## src/sv/pdff_pkg.sv

```systemverilog
// Shared constants, codes and types of the primed direct-form filter.
`default_nettype none

package pdff_pkg;

    localparam int MAX_TAPS        = 64;
    localparam int SAMPLE_BITS     = 16;
    localparam int COEF_BITS       = 24;
    localparam int COEF_FRAC       = COEF_BITS - 4;
    localparam int COEF_INDEX_BITS = 6;

    localparam int TAP_IDX_BITS    = (MAX_TAPS > 1) ? $clog2(MAX_TAPS) : 1;
    localparam int HIST_BITS       = 2 * SAMPLE_BITS;
    localparam int PROD_BITS       = SAMPLE_BITS + COEF_BITS;
    localparam int ACC_BITS        = PROD_BITS + $clog2(2 * MAX_TAPS) + 1;

    localparam int TAPS_CFG_BITS   = 7;
    localparam int CFG_INDEX_BITS  = 4;
    localparam int CFG_DATA_BITS   = 8;
    localparam logic [TAPS_CFG_BITS-1:0] TAPS_RESET = TAPS_CFG_BITS'(64);

    localparam int SAMPLE_LSB      = 0;
    localparam int CIDX_LSB        = SAMPLE_LSB + SAMPLE_BITS;
    localparam int CVAL_LSB        = CIDX_LSB + COEF_INDEX_BITS;
    localparam int IN_FIELD_BITS   = CVAL_LSB + COEF_BITS;
    localparam int IN_TDATA_BITS   = ((IN_FIELD_BITS + 7) / 8) * 8;
    localparam int IN_TUSER_BITS   = 3;
    localparam int OUT_TDATA_BITS  = ((SAMPLE_BITS + 7) / 8) * 8;
    localparam int OUT_TUSER_BITS  = 1;

    typedef enum logic [1:0] {
        OP_SAMPLE  = 2'd0,
        OP_WRITE_B = 2'd1,
        OP_WRITE_A = 2'd2,
        OP_NONE    = 2'd3
    } op_t;

    typedef enum logic [CFG_INDEX_BITS-1:0] {
        REG_TAPS     = CFG_INDEX_BITS'(0),
        REG_FEEDBACK = CFG_INDEX_BITS'(1)
    } cfg_reg_t;

    typedef enum logic [2:0] {
        ST_IDLE,
        ST_FILL,
        ST_READ,
        ST_MUL_X,
        ST_MUL_Y,
        ST_DRAIN,
        ST_RESULT
    } state_t;

    typedef struct packed {
        logic clear;
        logic mul_en;
    } mac_ctrl_t;

endpackage

`default_nettype wire

```

## src/sv/pdff_mac.sv

```systemverilog
// Shared multiplier, accumulator and round-and-saturate stage.
`default_nettype none

module pdff_mac (
    input  wire logic                                  clk,
    input  wire logic                                  rst_n,
    input  wire pdff_pkg::mac_ctrl_t                   ctrl,
    input  wire logic signed [pdff_pkg::SAMPLE_BITS-1:0] mul_a,
    input  wire logic signed [pdff_pkg::COEF_BITS-1:0]   mul_b,
    output logic signed      [pdff_pkg::SAMPLE_BITS-1:0] result,
    output logic                                       saturated
);

    localparam int SHIFT_BITS = pdff_pkg::ACC_BITS - pdff_pkg::COEF_FRAC;

    logic signed [pdff_pkg::PROD_BITS-1:0] prod_reg;
    logic                                  prod_valid_reg;
    logic signed [pdff_pkg::ACC_BITS-1:0]  acc_reg;
    logic signed [pdff_pkg::ACC_BITS-1:0]  rnd;
    logic signed [SHIFT_BITS-1:0]          shifted;
    logic [SHIFT_BITS-pdff_pkg::SAMPLE_BITS:0] top_bits;
    logic                                  in_range;

    always_ff @(posedge clk)
    begin
        if (ctrl.mul_en)
        begin
            prod_reg <= mul_a * mul_b;
        end
    end

    always_ff @(posedge clk or negedge rst_n)
    begin
        if (!rst_n)
        begin
            prod_valid_reg <= 1'b0;
            acc_reg        <= '0;
        end
        else
        begin
            prod_valid_reg <= ctrl.mul_en;
            if (ctrl.clear)
            begin
                acc_reg <= '0;
            end
            else if (prod_valid_reg)
            begin
                acc_reg <= acc_reg + pdff_pkg::ACC_BITS'(prod_reg);
            end
        end
    end

    always_comb
    begin
        rnd       = acc_reg + (pdff_pkg::ACC_BITS'(1) << (pdff_pkg::COEF_FRAC - 1));
        shifted   = rnd[pdff_pkg::ACC_BITS-1:pdff_pkg::COEF_FRAC];
        top_bits  = shifted[SHIFT_BITS-1:pdff_pkg::SAMPLE_BITS-1];
        in_range  = (&top_bits) || !(|top_bits);
        saturated = !in_range;
        if (in_range)
        begin
            result = shifted[pdff_pkg::SAMPLE_BITS-1:0];
        end
        else if (shifted[SHIFT_BITS-1])
        begin
            result = {1'b1, {(pdff_pkg::SAMPLE_BITS-1){1'b0}}};
        end
        else
        begin
            result = {1'b0, {(pdff_pkg::SAMPLE_BITS-1){1'b1}}};
        end
    end

endmodule

`default_nettype wire

```

## config.mk

```make
export PLATFORM = sky130hd
export DESIGN_NAME = pdff_mac
export DESIGN_NICKNAME = d
export VERILOG_FILES = /design/src/sv/pdff_pkg.sv /design/src/sv/pdff_mac.sv
export SDC_FILE = /design/constraint.sdc
export NUM_CORES = 1
export LEC_CHECK = 0
export BUFFER_PORTS_ARGS = -buffer_cell sky130_fd_sc_hd__buf_2
export CAP_MARGIN = 20
export CORE_ASPECT_RATIO = 0.9
export CORE_UTILIZATION = 40
export CTS_CLUSTER_SIZE = 12
export DETAILED_ROUTE_END_ITERATION = 8
export PLACE_DENSITY = 0.58
export SLEW_MARGIN = 30
export SYNTH_ARGS = -nofsm -noshare
export SYNTH_HDL_FRONTEND = slang
export SYNTH_SLANG_ARGS = --single-unit
```

## constraint.sdc

```tcl
create_clock -name clk -period 4.45 [get_ports clk]
set_input_delay 1.335 -clock clk [delete_from_list [all_inputs] [get_ports clk]]
set_output_delay 1.335 -clock clk [all_outputs]
set_load 0.02 [all_outputs]
```

==> implementation parameters <==
Parameter                              Value

Timing
  Post-Route Skew    between 0.008 and 0.009 ns
  Pin slew with the least headroom to its limit    around 0.87 ns
  Setup repair after global routing missed its margin    yes
  Number of failing hold endpoints at the final stage    0
  Achievable Freq    between 0.1 and 0.15 GHz
  Fin worst setup slack    -2.28 ns
  Final-report max-slew violation count    0
  Total negative setup slack    -57.06 ns
  Max transition margin    about two fifths
  Final setup viols    34
  Final critical-path share of the clock period    151%
  Minimum clock period    around 6.7 ns

Synthesis
  Net count of the mapped netlist    2835
  Synthesized instance count    between 2k and 2.5k
  Sequential area share after synthesis    12.0%
  EDFF count, synth    40
  Fraction of synthesized cell area in xor and xnor cells    4.05%
  Most used flip-flop cell after synthesis    dfrtp_1
  Synthesis warning total    0
  Summed instance area of the synthesized netlist    ~20000 um2
  Combinational family with the most area after synthesis    adder cells
  Number of synthesized register bits    89
  Main area contributors after synthesis    fa_1 37%, ha_1 9.0%, inv_1 8.8%
  Area fraction in compound gates after synthesis    9.80%
  Count leader, synth    inv_1
  Fraction of registers with async set or reset after synthesis    approximately 55%
  Post-synthesis mux area share    ~1.6%
  Fraction of the mapped netlist area in adder cells    a little under half
  Basic-gate share of the synthesized area counting and, or, nand and nor cells    ~16%
  Area share of the leading cell type in the synthesized netlist    37.0%
  Average footprint of a synthesized cell    ~9 um2
  Post-synth top area cell    fa_1
  Top post-synthesis cells by count    478 x inv_1, 375 x fa_1, 273 x nand2_1
  Post-synth cell types    75

Detailed routing
  First-pass DRT Iterations    7
  Total number of vias    15.8k
  Drt first-iter violations    770
  Total Routed Length    between 50000 and 60000 um
  Routed via count divided by cell count    a little under 5
  DR WL/cell    around 16 um
  Count of nets left with antenna violations after detail routing    0
  DRC violation count after routing    0

Die
  Total die area    51700 um2
  Y dimension of the die    216 um
  Die width    roughly 240 um
  Effective utilization at floorplan    between 40% and 50%
  Area of the core    about 50000 um2
  IO Count    61
  # rows    between 70 and 80

Final layout
  Flip-flop count of the largest register after layout    48
  Count of nets after finishing    a little over 3k
  Area growth from synthesis to final layout    24.5%
  Fraction of layout instances using a drive strength above 1    24.2%
  ANT cells    0

Setup path
  Cells traversed along the worst timing path    buf_12, nand2_4, fa_1, inv_2, fa_1, inv_1, fa_1, inv_2, fa_1, fa_1, inv_1, fa_1, inv_2, ha_4, a21o_4, o31ai_4, a31oi_4, a311oi_2, a21o_1, a21oi_2, o311a_1, o21ai_2, nor2_2, xor2_1
  Critical path launch point    mul_a[6]
  Highest net fanout along the worst path    7
  Start-to-end type of the worst setup path    in2reg
  Launch point of the worst reg-to-reg path    prod_reg[0]$_DFFE_PP_
  Type of destination of the critical path    flip-flop
  Worst R2R End    acc_reg[46]$_DFFE_PN0P_
  Path depth of the worst reg2reg path    12
  Family with the most delay on the worst path    adder cells
  Critical path data required time    4.55 ns
  Slack of the worst reg-to-reg path    0.84 ns
  CP max-delay cell    fa_1
  Element type at the critical path start    input pin
  Cell depth of the worst setup path    24
  Peak per-stage delay on the critical path    about 0.55 ns
  Critical Path Sink    prod_reg[36]$_DFFE_PP_
  Buf/Inv on CP    6
  Most numerous cell on the critical path    fa_1
  Critical path arrival    6.84 ns

Clock network
  Clock Sink Count    89
  TritonCTS clock tree    built
  Clock insertion delay at the later pin of the skew report    around 0.35 ns
  H-Tree Level Count    3
  Num CTS Buffers    9
  Clock transition at the registers of the reported paths    ~0.06 ns
  Buffers from clock root to sink, at most    2
  CTS root buffer    clkbuf_16

Job
  Max-capacitance violation count    0

Outcome
  Violations in the final reports    negative setup slack
  Run status    complete, but fails checks

Global routing
  Antenna violations before repair    0
  Number of global-route vias before repair    roughly 17k
  Wire length of the first global-routing pass    between 80000 and 90000 um
  Maximum number of pins on one net before global-route repair    50
  Overall Global Routing Usage    between 20% and 30%
  GRT Residual Overflow    0

Placement
  HPWL after detailed placement    ~43000 um
  Port Buffers    60
  Last weighted congestion value of the routability-driven placer    around 0.87

Min path
  Class of the worst hold path    reg2reg
==> area by class of cell <==
type | instances | area, um2
Clock buffer | 9 | 225
Clock inverter | 7 | 70.1
Fill cell | 4596 | 24300
Inverter | 480 | 1800
Multi-Input combinational cell | 1625 | 16900
Sequential cell | 89 | 2430
Tap cell | 671 | 840
Timing Repair Buffer | 346 | 3020
==> worst min-delay path by stage <==
stage,start,to,slack (ns),cells past startpoint
after floorplan,acc_reg[3]$_DFFE_PN0P_,acc_reg[3]$_DFFE_PN0P_,0.49,2
after global placement,acc_reg[16]$_DFFE_PN0P_,acc_reg[16]$_DFFE_PN0P_,0.50,2
after detailed placement,acc_reg[14]$_DFFE_PN0P_,acc_reg[14]$_DFFE_PN0P_,0.52,2
after CTS,acc_reg[14]$_DFFE_PN0P_,acc_reg[14]$_DFFE_PN0P_,0.54,2
after global routing,acc_reg[8]$_DFFE_PN0P_,acc_reg[8]$_DFFE_PN0P_,0.58,2
final,acc_reg[14]$_DFFE_PN0P_,acc_reg[14]$_DFFE_PN0P_,0.53,2
==> layout by cell type (no fill, tap or decap), types with 9 or more instances in the layout <==
cell,synthesis,routed
inv_1,478,439
mux2i_1,31,31
and3_1,19,13
fa_1,375,353
nor3_1,16,12
a21o_1,51,50
nand2_2,1,11
fa_2,0,22
buf_12,0,13
buf_8,0,10
nand2_1,273,254
o21a_1,12,11
a21oi_2,1,23
ha_1,146,119
buf_6,1,61
and2_4,0,21
xnor2_1,60,54
a21oi_1,95,69
clkbuf_16,0,9
o21bai_1,19,16
nor2b_1,15,12
nand3_1,21,19
nand2_4,0,10
and2_1,155,134
dfrtp_1,49,45
xor2_1,34,33
a31oi_1,14,10
o21ai_0,38,25
buf_2,3,25
nand4_1,14,14
ha_4,0,22
buf_4,4,234
inv_2,0,39
nand2b_1,13,11
nor2_1,115,102
edfxtp_1,40,40
==> metrics by stage <==
| step | util (%) | hold slack [ns] | cell area (um2) | instances | worst slack, ns |
|---|---|---|---|---|---|
| after global placement | 47.0 | 0.502 | 23300 | 3172 | -2.92 |
| after global routing | 51.0 | 0.575 | 25300 | 3227 | -2.54 |
| after detailed placement | 47.0 | 0.523 | 23300 | 3172 | -3.01 |
| after floorplan | - | 0.488 | 20800 | 2270 | -2.48 |
| final | 51.0 | 0.530 | 25300 | 3227 | -2.28 |
| after CTS | 49.5 | 0.537 | 24500 | 3211 | -2.34 |
==> logic make-up (layout without fill, tap and decap cells) <==
family | after synthesis | after routing
xor+xnor | 94 | 94
mux | 33 | 33
compound gates | 298 | 298
fa+ha+maj | 521 | 521
buf+inv | 557 | 842
simple gates | 678 | 679
flops | 89 | 89
==> what timing repair did <==
action,in CTS,in global routing
hold buffers,0,0
setup endpoints to repair,49,51
resized for setup,183,178
buffers inserted,24,15
cloned,1,1
pin swaps,89,65
==> metal layers <==
layer | vias to the layer above | part of all wire (%) | track usage, %
met3 | 24 | 3.4 | 1.27
met5 | - | 0 | 0
li1 | 7612 | - | -
met1 | 7928 | 51 | 31.5
met4 | 0 | 0.71 | 2.91
met2 | 285 | 45 | 32.9
==> worst reg2reg max path, stage by stage (launching register included) <==
cell,delay (ns)
edfxtp_1,0.37
ha_1,0.25
fa_1,0.42
a21o_1,0.24
a311oi_2,0.32
o21bai_2,0.13
a21oi_4,0.30
o31ai_1,0.17
a2111oi_2,0.47
o21ai_1,0.23
a311oi_2,0.30
mux2i_1,0.12
a31o_1,0.19
Power is left out: the tool's default activity adds up to more than one toggle a clock period on the data nets, which glitch-free logic cannot reach.
